File: src/rtl/ppd_pkg.sv
`timescale 1ns / 1ps
// ----------------------------------------------------------------------------
// ppd_pkg: shared types and constants of the priority process dispatcher
// Beat formats, opcode and status codes, register indexes and the records
// that pass between the controller and the row of task cells.
// ----------------------------------------------------------------------------
package ppd_pkg;

   localparam int TableDepth = 16;
   localparam int IdxW       = $clog2(TableDepth);
   localparam int CntW       = $clog2(TableDepth + 1);

   typedef enum logic [1:0] {
      OpAdd      = 2'd0,
      OpDispatch = 2'd1,
      OpReload   = 2'd2,
      OpClear    = 2'd3
   } op_type;

   typedef enum logic [2:0] {
      StatAdded    = 3'd0,
      StatFull     = 3'd1,
      StatRan      = 3'd2,
      StatNone     = 3'd3,
      StatReloaded = 3'd4,
      StatCleared  = 3'd5
   } status_type;

   localparam logic [1:0] CsrSelectShortest = 2'd0;
   localparam logic [1:0] CsrRunToCompl     = 2'd1;
   localparam logic [1:0] CsrTimeQuantum    = 2'd2;

   localparam logic [7:0] QuantumReset = 8'd4;

   typedef struct packed {
      logic [1:0]  opcode;
      logic [15:0] task_id;
      logic [7:0]  task_priority;
      logic [15:0] burst_length;
   } req_type;

   typedef struct packed {
      logic [2:0]  status;
      logic [15:0] chosen_id;
      logic [31:0] start_time;
      logic [15:0] run_length;
      logic [15:0] left_after;
      logic        finished;
   } rsp_type;

   // best candidate so far, handed from cell to cell
   typedef struct packed {
      logic            found;
      logic [15:0]     key;
      logic [IdxW-1:0] idx;
      logic [15:0]     id;
      logic [15:0]     remaining;
   } cand_type;

   // broadcast from the controller to every cell
   typedef struct packed {
      logic            add_valid;
      logic [IdxW-1:0] add_idx;
      logic [15:0]     add_id;
      logic [7:0]      add_priority;
      logic [15:0]     add_burst;
      logic            reload;
      logic            upd_valid;
      logic [IdxW-1:0] upd_idx;
      logic [15:0]     upd_left;
      logic            select_shortest;
      logic [CntW-1:0] count;
   } cell_ctrl_type;

endpackage

File: src/rtl/ppd_cell.sv
`timescale 1ns / 1ps
// ----------------------------------------------------------------------------
// ppd_cell: one task table entry with its compare stage
// Holds id, priority, burst and remaining time of one slot, and passes the
// better of its own entry and the incoming candidate to the next cell.
// ----------------------------------------------------------------------------
module ppd_cell import ppd_pkg::*; (
   input  logic            clock,
   input  logic            reset,
   input  logic [IdxW-1:0] cell_idx,
   input  cell_ctrl_type   ctrl,
   input  cand_type        cand_prev,
   output cand_type        cand_next
);

   logic [15:0] id_ff;
   logic [7:0]  prio_ff;
   logic [15:0] burst_ff;
   logic [15:0] rem_ff;
   cand_type    cand_ff;
   cand_type    cand_in;

   logic        eligible;
   logic [15:0] my_key;

   assign my_key   = ctrl.select_shortest ? burst_ff : {8'd0, prio_ff};
   assign eligible = ({1'b0, cell_idx} < ctrl.count) && (rem_ff != 16'd0);

   // take own entry only on a strictly smaller key: earlier index wins a tie
   always_comb begin
      cand_in = cand_prev;
      if (eligible && (!cand_prev.found || my_key < cand_prev.key)) begin
         cand_in.found     = 1'b1;
         cand_in.key       = my_key;
         cand_in.idx       = cell_idx;
         cand_in.id        = id_ff;
         cand_in.remaining = rem_ff;
      end
   end

   always_ff @(posedge clock) begin
      if (ctrl.add_valid && ctrl.add_idx == cell_idx) begin
         id_ff    <= ctrl.add_id;
         prio_ff  <= ctrl.add_priority;
         burst_ff <= ctrl.add_burst;
         rem_ff   <= ctrl.add_burst;
      end else if (ctrl.reload) begin
         rem_ff <= burst_ff;
      end else if (ctrl.upd_valid && ctrl.upd_idx == cell_idx) begin
         rem_ff <= ctrl.upd_left;
      end
   end

   always_ff @(posedge clock) begin
      if (reset) begin
         cand_ff.found <= 1'b0;
      end else begin
         cand_ff.found <= cand_in.found;
      end
      cand_ff.key       <= cand_in.key;
      cand_ff.idx       <= cand_in.idx;
      cand_ff.id        <= cand_in.id;
      cand_ff.remaining <= cand_in.remaining;
   end

   assign cand_next = cand_ff;

endmodule

File: src/rtl/priority_process_dispatcher.sv
`timescale 1ns / 1ps
// ----------------------------------------------------------------------------
// priority_process_dispatcher: task table with priority dispatch and quantum
// Add, dispatch, reload and clear beats against a row of task cells.
// ----------------------------------------------------------------------------
// Timing: add, reload and clear answer in the cycle after acceptance.
// Dispatch: the candidate walks the row of cells through each cell's register,
// then the finish state settles the run once the result slot is free.
// Requests: one item at a time; none is taken while a dispatch is in flight.
// Reset: synchronous, clears entry count, time counter, registers and control.
// ----------------------------------------------------------------------------
module priority_process_dispatcher import ppd_pkg::*; (
   input  logic        clock,
   input  logic        reset,
   // request channel
   input  logic        req_valid,
   output logic        req_stall,
   input  req_type     req_data,
   // result channel
   output logic        rsp_valid,
   input  logic        rsp_stall,
   output rsp_type     rsp_data,
   // register write channel
   input  logic        csr_valid,
   output logic        csr_ready,
   input  logic [1:0]  csr_index,
   input  logic [7:0]  csr_data
);

   typedef enum logic [1:0] {
      StIdle,
      StScan,
      StFinish
   } state_type;

   state_type       state_ff, state_in;
   logic [IdxW-1:0] scan_cnt_ff, scan_cnt_in;
   logic [CntW-1:0] count_ff, count_in;
   logic [31:0]     time_ff, time_in;
   logic            rsp_valid_ff, rsp_valid_in;
   rsp_type         rsp_data_ff, rsp_data_in;

   // configuration registers
   logic            sel_short_ff;
   logic            run_compl_ff;
   logic [7:0]      quantum_ff;

   cell_ctrl_type   ctrl;
   cand_type        chain [TableDepth+1];
   cand_type        best;

   logic            take_req;
   logic            slot_free;
   logic [15:0]     quantum_eff;
   logic [15:0]     run_len;
   logic [15:0]     left_len;

   // config port: always ready, writes land only while idle by contract
   assign csr_ready = 1'b1;

   always_ff @(posedge clock) begin
      if (reset) begin
         sel_short_ff <= 1'b0;
         run_compl_ff <= 1'b0;
         quantum_ff   <= QuantumReset;
      end else if (csr_valid) begin
         case (csr_index)
            CsrSelectShortest: sel_short_ff <= csr_data[0];
            CsrRunToCompl:     run_compl_ff <= csr_data[0];
            CsrTimeQuantum:    quantum_ff   <= csr_data;
            default: ;
         endcase
      end
   end

   // an item is taken only in idle and only when the result slot is free
   // or frees up this cycle
   assign slot_free = !rsp_valid_ff || !rsp_stall;
   assign req_stall = !(state_ff == StIdle && slot_free);
   assign take_req  = req_valid && !req_stall;

   // row of cells: the empty candidate enters at the head every cycle
   assign chain[0] = '0;

   for (genvar gi = 0; gi < TableDepth; gi++) begin : g_cell
      ppd_cell u_cell (
         .clock     (clock),
         .reset     (reset),
         .cell_idx  (IdxW'(gi)),
         .ctrl      (ctrl),
         .cand_prev (chain[gi]),
         .cand_next (chain[gi+1])
      );
   end

   assign best = chain[TableDepth];

   // run length: zero quantum counts as one
   assign quantum_eff = (quantum_ff == 8'd0) ? 16'd1 : {8'd0, quantum_ff};
   assign run_len     = run_compl_ff ? best.remaining :
                        ((best.remaining < quantum_eff) ? best.remaining : quantum_eff);
   assign left_len    = best.remaining - run_len;

   always_comb begin
      state_in     = state_ff;
      scan_cnt_in  = scan_cnt_ff;
      count_in     = count_ff;
      time_in      = time_ff;
      rsp_valid_in = rsp_valid_ff && rsp_stall;
      rsp_data_in  = rsp_data_ff;

      ctrl                 = '0;
      ctrl.add_idx         = count_ff[IdxW-1:0];
      ctrl.add_id          = req_data.task_id;
      ctrl.add_priority    = req_data.task_priority;
      ctrl.add_burst       = req_data.burst_length;
      ctrl.upd_idx         = best.idx;
      ctrl.upd_left        = left_len;
      ctrl.select_shortest = sel_short_ff;
      ctrl.count           = count_ff;

      case (state_ff)
         StIdle: begin
            if (take_req) begin
               rsp_data_in = '0;
               case (req_data.opcode)
                  OpAdd: begin
                     rsp_valid_in = 1'b1;
                     if (count_ff == CntW'(TableDepth)) begin
                        rsp_data_in.status = StatFull;
                     end else begin
                        ctrl.add_valid     = 1'b1;
                        count_in           = count_ff + CntW'(1);
                        rsp_data_in.status = StatAdded;
                     end
                  end
                  OpDispatch: begin
                     // hold table steady while the candidate walks the row
                     state_in    = StScan;
                     scan_cnt_in = '0;
                  end
                  OpReload: begin
                     ctrl.reload        = 1'b1;
                     rsp_valid_in       = 1'b1;
                     rsp_data_in.status = StatReloaded;
                  end
                  OpClear: begin
                     count_in           = '0;
                     time_in            = '0;
                     rsp_valid_in       = 1'b1;
                     rsp_data_in.status = StatCleared;
                  end
                  default: ;
               endcase
            end
         end
         StScan: begin
            scan_cnt_in = scan_cnt_ff + IdxW'(1);
            if (scan_cnt_ff == IdxW'(TableDepth - 1)) begin
               state_in = StFinish;
            end
         end
         StFinish: begin
            if (slot_free) begin
               state_in     = StIdle;
               rsp_valid_in = 1'b1;
               rsp_data_in  = '0;
               if (!best.found) begin
                  rsp_data_in.status = StatNone;
               end else begin
                  // write back remaining time and advance the clock
                  ctrl.upd_valid         = 1'b1;
                  rsp_data_in.status     = StatRan;
                  rsp_data_in.chosen_id  = best.id;
                  rsp_data_in.start_time = time_ff;
                  rsp_data_in.run_length = run_len;
                  rsp_data_in.left_after = left_len;
                  rsp_data_in.finished   = (left_len == 16'd0);
                  time_in                = time_ff + {16'd0, run_len};
               end
            end
         end
         default: state_in = StIdle;
      endcase
   end

   always_ff @(posedge clock) begin
      if (reset) begin
         state_ff     <= StIdle;
         scan_cnt_ff  <= '0;
         count_ff     <= '0;
         time_ff      <= '0;
         rsp_valid_ff <= 1'b0;
      end else begin
         state_ff     <= state_in;
         scan_cnt_ff  <= scan_cnt_in;
         count_ff     <= count_in;
         time_ff      <= time_in;
         rsp_valid_ff <= rsp_valid_in;
      end
      rsp_data_ff <= rsp_data_in;
   end

   assign rsp_valid = rsp_valid_ff;
   assign rsp_data  = rsp_data_ff;

   // ---------------------------------------------------------------- checks
   // a dispatch beat blocks further requests while the scan runs
   assert property (@(posedge clock) disable iff (reset)
      (take_req && req_data.opcode == OpDispatch) |=> (state_ff == StScan && req_stall))
      else $error("dispatch did not start a scan");

   // finished flag agrees with the remaining time reported
   assert property (@(posedge clock) disable iff (reset)
      (rsp_valid && rsp_data.status == StatRan) |->
         (rsp_data.finished == (rsp_data.left_after == 16'd0)))
      else $error("finished flag inconsistent with left_after");

   // results other than a run carry zero payload
   assert property (@(posedge clock) disable iff (reset)
      (rsp_valid && rsp_data.status != StatRan) |->
         (rsp_data.chosen_id == 16'd0 && rsp_data.start_time == 32'd0 &&
          rsp_data.run_length == 16'd0))
      else $error("payload not zero on non-run status");

   // the entry count never runs past the table
   assert property (@(posedge clock) disable iff (reset)
      count_ff <= CntW'(TableDepth))
      else $error("entry count beyond table depth");

endmodule

File: config.mk
export PLATFORM = sky130hd
export DESIGN_NAME = priority_process_dispatcher
export DESIGN_NICKNAME = d
export VERILOG_FILES = /design/src/rtl/ppd_pkg.sv /design/src/rtl/ppd_cell.sv /design/src/rtl/priority_process_dispatcher.sv
export SDC_FILE = /design/constraint.sdc
export NUM_CORES = 2
export LEC_CHECK = 0
export ABC_AREA = 1
export BUFFER_PORTS_ARGS = -buffer_cell sky130_fd_sc_hd__buf_2
export CAP_MARGIN = 30
export CORE_ASPECT_RATIO = 1.2
export CORE_UTILIZATION = 40
export CTS_CLUSTER_DIAMETER = 60
export DETAILED_ROUTE_END_ITERATION = 7
export MAX_ROUTING_LAYER = met4
export PLACE_DENSITY = 0.62
export SLEW_MARGIN = 10
export SYNTH_ARGS = -nofsm -noshare
export SYNTH_HDL_FRONTEND = slang
export SYNTH_SLANG_ARGS = --single-unit
File: constraint.sdc
create_clock -name clock -period 5.35 [get_ports clock]
set_input_delay 0.2675 -clock clock [delete_from_list [all_inputs] [get_ports clock]]
set_output_delay 0.2675 -clock clock [all_outputs]
set_load 0.1 [all_outputs]
; Word-level counts from Yosys, hierarchy flattened
; Cells that the tools add are included.
[totals]
inputBits = 57
out_inout_bits = 87
ff_bits = 1866
elab_cells = 511
[op_classes]
muxes = 119
n_eq_ne = 46
add_sub_neg = 4
n_lt_le_gt_ge = 32
reduce_logical = 152
[op_table]
columns = cell, n
row1 = 16-bit two-way mux, 66
row2 = 53-bit two-way mux, 16
row3 = 16-bit nonzero test, 16
row4 = 16-bit < comparator, 15
row5 = 84-bit two-way mux, 2
row6 = 84-bit one-hot mux with 2 select lines, 1
row7 = 32-bit two-way mux, 4
row8 = 81-bit two-way mux, 1
row9 = "4-bit == test, second input constant", 17
row10 = 1-bit logical AND, 66
row11 = 32-bit one-hot mux with 2 select lines, 1
row12 = 3-bit nonzero test, 16
row13 = "4-bit by 5-bit < comparator with 1-bit output, first input constant", 8
row14 = 32-bit by 16-bit adder with 32-bit output, 1
row15 = "4-bit by 3-bit == test with 1-bit output, second input constant", 8
row16 = "3-bit by 5-bit < comparator with 1-bit output, first input constant", 4
row17 = 1-bit logical NOT, 18
row18 = "4-bit by 2-bit == test with 1-bit output, second input constant", 4
row19 = 16-bit logical NOT, 1
row20 = 1-bit logical OR, 16
row21 = 16-bit by 8-bit < comparator with 1-bit output, 1
row22 = 16-bit subtractor, 1
row23 = 1-bit two-way mux, 15
row24 = "1-bit by 5-bit < comparator with 1-bit output, first input constant", 2
row25 = 27 further kinds, 53

; Logic depth before layout (Yosys ltp)
[logic_depth]
ltp_word = 10
ltp_mapped = 28
mapped_depth_nobuf = 28

; By module
; Synthesis repeated with hierarchy kept, for this count alone.
[unflattened]
hier_cells = 8952
area_unflattened_um2 = 81654.6
[modules_own_cells]
columns = module, seq_area_each_um2, area_each_um2, instances, cells_per_inst
row1 = ppd_cell at g_cell[0].u_cell ..., 2742.6, 4631.9, 12, 502
row2 = ppd_cell at g_cell[6].u_cell ..., 2742.6, 4626.9, 4, 501
row3 = priority_process_dispatcher, 3603.5, 7563.5, 1, 924

; Worst setup path after synthesis
; Ideal clock, no wire load.
[synth_path]
path_kind = register to register
startpoint = reg rsp_valid_ff (netlist: rsp_valid)
endpoint = reg rsp_data_ff, in the netlist rsp_data[0] (enable)
setup_ns = 0.527
arrival_time_ns = 4.585
path_stages_with_launch = 4
required_time_ns = 4.823
n_path_buf = 0
setup_slack_ns = 0.237
synth_period_minus_slack_ns = 5.113
cell_sequence = dfxtp_1 -> nand2_1 -> o21ai_0 -> nor2_1
[synth_between]
elab_chain_cells = 6
elab_cells_between_ends = 7
classes_between = eq/ne (2) / reduce/logical (5)
[synth_rtl]
columns = element, line_no
row1 = from (decl), priority_process_dispatcher.sv:40  ; logic rsp_valid_ff, rsp_valid_in;
row2 = from (signal assigned), priority_process_dispatcher.sv:199  ; rsp_valid_ff <= rsp_valid_in;
row3 = 1-bit logical NOT *, priority_process_dispatcher.sv:78  ; assign slot_free = !rsp_valid_ff || !rsp_stall;
row4 = 1-bit logical OR *, priority_process_dispatcher.sv:78
row5 = 1-bit logical AND, priority_process_dispatcher.sv:79  ; assign req_stall = !(state_ff == StIdle && slot_free);
row6 = 1-bit logical AND, priority_process_dispatcher.sv:80  ; assign take_req = req_valid && !req_stall;
row7 = 2-bit inequality test (no source line), -
row8 = 3-bit AND reduction (no source line) *, -
row9 = to (signal assigned), priority_process_dispatcher.sv:201  ; rsp_data_ff <= rsp_data_in;
row10 = to (decl), priority_process_dispatcher.sv:41  ; rsp_type rsp_data_ff, rsp_data_in;
; Mark *: on every way between the ends. The rest lies on a longest branch, timed or not.
; A chain may end at the register's enable or synchronous reset.

; Worst setup path in the final report
[layout_path]
startpoint = reg quantum_ff[5]
endpoint = reg g_cell[6].u_cell.rem_ff[13], data pin
[layout_between]
elab_chain_cells = 9
[layout_rtl]
columns = element, line_no
row1 = from (decl), priority_process_dispatcher.sv:46  ; logic [7:0] quantum_ff;
row2 = from (signal assigned), priority_process_dispatcher.sv:65  ; quantum_ff <= QuantumReset;
row3 = from (signal assigned), priority_process_dispatcher.sv:70  ; CsrTimeQuantum: quantum_ff <= csr_data;
row4 = 8-bit logical NOT, priority_process_dispatcher.sv:99  ; assign quantum_eff = (quantum_ff == 8'd0) ? 16'd1 : {8'd0, quantum_ff};
row5 = 8-bit two-way mux *, priority_process_dispatcher.sv:99
row6 = 16-bit by 8-bit < comparator with 1-bit output, priority_process_dispatcher.sv:101  ; ((best.remaining < quantum_eff) ? best.remaining : quantum_eff);
row7 = 16-bit two-way mux *, priority_process_dispatcher.sv:101
row8 = 16-bit two-way mux *, priority_process_dispatcher.sv:100  ; assign run_len = run_compl_ff ? best.remaining :
row9 = 16-bit subtractor *, priority_process_dispatcher.sv:102  ; assign left_len = best.remaining - run_len;
row10 = 16-bit two-way mux *, ppd_cell.sv:49  ; end else if (ctrl.upd_valid && ctrl.upd_idx == cell_idx) begin
row11 = 16-bit two-way mux *, ppd_cell.sv:47  ; end else if (ctrl.reload) begin
row12 = 16-bit two-way mux *, ppd_cell.sv:42  ; if (ctrl.add_valid && ctrl.add_idx == cell_idx) begin
row13 = to (signal assigned), ppd_cell.sv:46  ; rem_ff <= ctrl.add_burst;
row14 = to (signal assigned), ppd_cell.sv:48  ; rem_ff <= burst_ff;
row15 = to (signal assigned), ppd_cell.sv:50  ; rem_ff <= ctrl.upd_left;
row16 = to (decl), ppd_cell.sv:19  ; logic [15:0] rem_ff;
; Mark *: on every way between the ends. The rest lies on a longest branch, timed or not. The select of a mux whose other input is x is not followed.

==> qor.log <==
qor: status.status finished with violations
qor: status.violations_in_the_final_reports DRC
qor: placed_design.numPortBuffers 142
qor: routing.via_count 52800
qor: cells_and_area.final_cell_area 85100 µm²
qor: clock_tree.postCtsResizedCells 0
qor: synth.yosys.area.top_type_share 39.3%
qor: clock_tree.clock_sinks 1851
qor: synth.yosys_warnings 0
qor: cells_and_area.num-nets-final 8204
qor: synth.synth.yosys.seq_area_share 62.6%
qor: grt.globalRoute.totalOverflow 0
qor: critical_path.path_class reg -> reg
qor: placed_design.dp_hpwl 140000 µm
qor: synth.synth_fp_nets 8096
qor: floorplanning.dieHeight 476 µm
qor: sta.final_period_utilization 81.5%
qor: pwr.power.ir.vdd_worst 0.331 mV
qor: sta.period_needed 4360 ps
qor: sta.slew-limit-headroom 20.5%
qor: synth.yosys-top-cells-area sky130_fd_sc_hd__edfxtp_1 (39%), sky130_fd_sc_hd__dfxtp_1 (23%), sky130_fd_sc_hd__nand2_1 (12%), sky130_fd_sc_hd__ha_1 (4.5%), sky130_fd_sc_hd__nand3_1 (4.4%)
qor: sta.timing.final.max_slew_violations 0
qor: grt.globalRouteTotalUtil 20.9%
qor: synth.syn_area 74900 µm²
qor: clock_tree.cts_max_path_buffers 3
qor: pwr.power.static_leakage 35.3 nW
qor: synth.synth.area.mux_share 0%
qor: routing.wire_per_inst 18.5 µm
qor: grt.grt_first_pass_wirelength 297000 µm
qor: routing.drt_pass_1_iters 8
qor: sta.timing.fmax 229 MHz
qor: job.max_capacitance_violation_total 0
qor: synth.synth_xor_area_share 0.0351%
qor: grt.largest_net_degree_at_the_start_of_global_routing 210
qor: synth.synth.distinct_cells 51
qor: pwr.totalPowerFinal 34.0 mW
qor: synth.synth_largest_area_cell sky130_fd_sc_hd__edfxtp_1
qor: floorplanning.fp.coreArea 186000 µm²
qor: grt.via_count_of_the_first_global_routing_pass 52400
qor: placed_design.place_inst 10100
qor: cells_and_area.diodes 0
qor: clock_tree.tritoncts.num_buffers 188
qor: critical_path.worstPathMaxFanout 16
qor: clock_tree.tritoncts built
qor: critical_path.worstPathRequired 5960 ps
qor: placed_design.gp_congestion 0.916
qor: cells_and_area.multi_input_area 23800 µm²
qor: cells_and_area.post_route_cells_drive_above_1_share 8.16%
qor: sta.timing.final.hold_violations 0
qor: routing.drt-total-wl 194000 µm
qor: synth.synth_compound_area_share 6.38%
qor: synth.synth_area_per_cell 9.64 µm²
qor: synth.synth-edff-count 980
qor: clock_tree.ctsRootBufferMaster sky130_fd_sc_hd__clkbuf_16
qor: clock_tree.ctsHoldBuffers 56
qor: routing.detail_route.vias_per_cell 5.04
qor: critical_path.timing.critical_path.arrival 4970 ps
qor: clock_tree.cts_post_setup_buffers_inserted 0
qor: pwr.power.density_cell_area 399 nW/µm²
qor: routing.route.antenna.remaining_nets 0
qor: synth.syn-instance-count 7769
qor: routing.drc_errors 25
qor: cells_and_area.filler_cell_count 17300
qor: sta.setup_viol_count_final 0
qor: clock_tree.clkLatencyLatePin 840 ps
qor: sta.worst-slew-pin-transition 1190 ps
qor: clock_tree.htreeDepth 4
qor: floorplanning.floorplan.io_pins 144
qor: routing.drtIter0Drc 3951
qor: floorplanning.die_area 189000 µm²
qor: cells_and_area.register_cell_area_after_layout 46900 µm²
qor: grt.number_of_antenna_violations_at_the_first_check_in_global_routing 3
qor: synth.fraction_of_the_mapped_netlist_area_in_adder_cells 4.53%
qor: critical_path.crit_path_end_kind flop
qor: sta.worst_hold_slack 93.6 ps
qor: placed_design.postPlaceCellArea 78100 µm²
qor: critical_path.worst_setup_sp_type flop
qor: cells_and_area.flow.area_growth_from_synthesis 13.7%
qor: floorplanning.placementRows 173
qor: synth.synth-seq-cells 1851
qor: floorplanning.initial_cell_density_of_the_core 40.4%
qor: synth.synth-simple-area-share 20.4%
qor: sta.fin_worst_skew 43.4 ps
qor: cells_and_area.layout.cells.non_filler 10500
qor: sta.total_neg_setup_slack 0 ps
qor: synth.synth_top_family_by_area simple AND/OR/NAND/NOR gates
qor: sta.rsz0062_at_grt false
qor: clock_tree.clkSlewWorstSetupHoldPaths 60 ps
qor: floorplanning.width_of_the_die 397 µm
qor: min_path.holdCritPathClass in -> reg
qor: synth.postSynth.asyncResetShare 0%
qor: synth.synth_flop_cell sky130_fd_sc_hd__edfxtp_1
## final cells by class
class	instances	share of cell area, %
inverter	701	3.09
clock inverter	93	1.37
sequential	1851	55.0
timing repair buffer	307	2.66
clock buffer	262	6.29
tap	2450	3.60
multi-input combinational	4828	27.9
## worst max-delay path, stage by stage (launching register included)
cell                      delay (ps)
sky130_fd_sc_hd__dfxtp_1         300
sky130_fd_sc_hd__inv_1            70
sky130_fd_sc_hd__ha_1            310
sky130_fd_sc_hd__a21oi_1         140
sky130_fd_sc_hd__nor2_1           50
sky130_fd_sc_hd__o21ai_0         180
sky130_fd_sc_hd__nand4_1         100
sky130_fd_sc_hd__inv_1            80
sky130_fd_sc_hd__nand2_1         190
sky130_fd_sc_hd__nand2_1         300
sky130_fd_sc_hd__nand2_1          90
sky130_fd_sc_hd__nand2_1         110
sky130_fd_sc_hd__ha_1            300
sky130_fd_sc_hd__a21oi_1         280
sky130_fd_sc_hd__nand3_1         190
sky130_fd_sc_hd__nand4_1         140
sky130_fd_sc_hd__nand2_1          60
sky130_fd_sc_hd__nand2_1          70
sky130_fd_sc_hd__nand3_1         720
sky130_fd_sc_hd__a22oi_1         450
## report_power, final
group	switching (mW)	total, mW	internal [mW]
combinational	3.08	4.20	1.12
sequential	0.242	16.2	16.0
clock	5.60	13.6	7.96
## state kept, by name (all words and copies together) (netlist names), 2 cells and up
name / flops
state_ff: 2
g_cell.u_cell.cand_next: 817
time_ff: 32
count_ff: 5
g_cell.u_cell.rem_ff: 256
rsp_data: 84
scan_cnt_ff: 4
g_cell.u_cell.id_ff: 256
g_cell.u_cell.burst_ff: 256
quantum_ff: 8
g_cell.u_cell.prio_ff: 128
## cell usage after synthesis, types with 7 or more instances
library cell               count
sky130_fd_sc_hd__a41oi_1      12
sky130_fd_sc_hd__a211oi_1     18
sky130_fd_sc_hd__nand2_2      15
sky130_fd_sc_hd__nor3_1       60
sky130_fd_sc_hd__buf_6        15
sky130_fd_sc_hd__o21ai_0     188
sky130_fd_sc_hd__edfxtp_1    980
sky130_fd_sc_hd__nor2_1      452
sky130_fd_sc_hd__a21oi_1     357
sky130_fd_sc_hd__nand4_1      28
sky130_fd_sc_hd__buf_2       147
sky130_fd_sc_hd__a31oi_1     149
sky130_fd_sc_hd__buf_1        29
sky130_fd_sc_hd__dfxtp_1     871
sky130_fd_sc_hd__o211ai_1      7
sky130_fd_sc_hd__a22oi_1      72
sky130_fd_sc_hd__inv_1       667
sky130_fd_sc_hd__buf_4        34
sky130_fd_sc_hd__nor4_1       65
sky130_fd_sc_hd__nand2_1    2397
sky130_fd_sc_hd__or2_2        10
sky130_fd_sc_hd__clkinv_1      9
sky130_fd_sc_hd__clkbuf_1    164
sky130_fd_sc_hd__nand3_1     659
sky130_fd_sc_hd__ha_1        268
sky130_fd_sc_hd__inv_2        24
sky130_fd_sc_hd__nor2_2       11
sky130_fd_sc_hd__o21ai_1      11
sky130_fd_sc_hd__nor2_4        9
## path summary, 6_finish.rpt
| check | from | endpoint | slack [ps] | cells past startpoint |
|---|---|---|---|---|
| min | req_data[11] | g_cell[0].u_cell.burst_ff[11] | 90 | 1 |
| max reg2reg | quantum_ff[5] | g_cell[6].u_cell.rem_ff[13] | 990 | 19 |
| max | quantum_ff[5] | g_cell[6].u_cell.rem_ff[13] | 990 | 19 |
| min reg2reg | g_cell[12].u_cell.cand_next[7] | g_cell[13].u_cell.cand_next[7] | 400 | 2 |
## through the flow
step	setup WS (ps)	utilization [%]
2_1_floorplan	237	-
3_3_place_gp	1110	42.0
3_5_place_dp	1060	42.1
4_1_cts	1050	45.9
5_1_grt	639	45.9
6_report	988	45.9
## metal layers
layer / share of wire, % / global-route usage, % / wire length, µm
met5: 0 / - / 0
met4: 3.4 / 7.68 / 6690
met3: 4.9 / 2.62 / 9470
met2: 51 / 36.9 / 98700
met1: 41 / 24.1 / 79400
## layout by cell type (no fill, tap or decap), types with 12 or more instances in the layout
master	instances
sky130_fd_sc_hd__clkinv_1	26
sky130_fd_sc_hd__clkbuf_1	38
sky130_fd_sc_hd__clkbuf_8	35
sky130_fd_sc_hd__nor2_1	451
sky130_fd_sc_hd__a31oi_1	149
sky130_fd_sc_hd__nand2_2	27
sky130_fd_sc_hd__a21oi_1	357
sky130_fd_sc_hd__nand2_1	2385
sky130_fd_sc_hd__nor3_1	60
sky130_fd_sc_hd__nor2_4	17
sky130_fd_sc_hd__nand3_1	659
sky130_fd_sc_hd__buf_2	145
sky130_fd_sc_hd__nand4_1	28
sky130_fd_sc_hd__clkbuf_16	189
sky130_fd_sc_hd__dlygate4sd3_1	56
sky130_fd_sc_hd__a211oi_1	18
sky130_fd_sc_hd__buf_4	93
sky130_fd_sc_hd__o21ai_0	187
sky130_fd_sc_hd__ha_1	268
sky130_fd_sc_hd__edfxtp_1	980
sky130_fd_sc_hd__nor4_1	65
sky130_fd_sc_hd__a41oi_4	12
sky130_fd_sc_hd__o21ai_1	12
sky130_fd_sc_hd__bufinv_16	19
sky130_fd_sc_hd__inv_2	23
sky130_fd_sc_hd__clkinv_2	33
sky130_fd_sc_hd__inv_1	667
sky130_fd_sc_hd__a22oi_1	72
sky130_fd_sc_hd__dfxtp_1	870
## logic make-up (layout without fill, tap and decap cells)
group	after synthesis	after routing
simple gates	3716	3716
flops	1851	1851
buf+inv	1090	1363
compound gates	838	838
fa+ha+maj	270	270
xor+xnor	3	3
other cells	1	1
(Power assumes the default switching activity.)
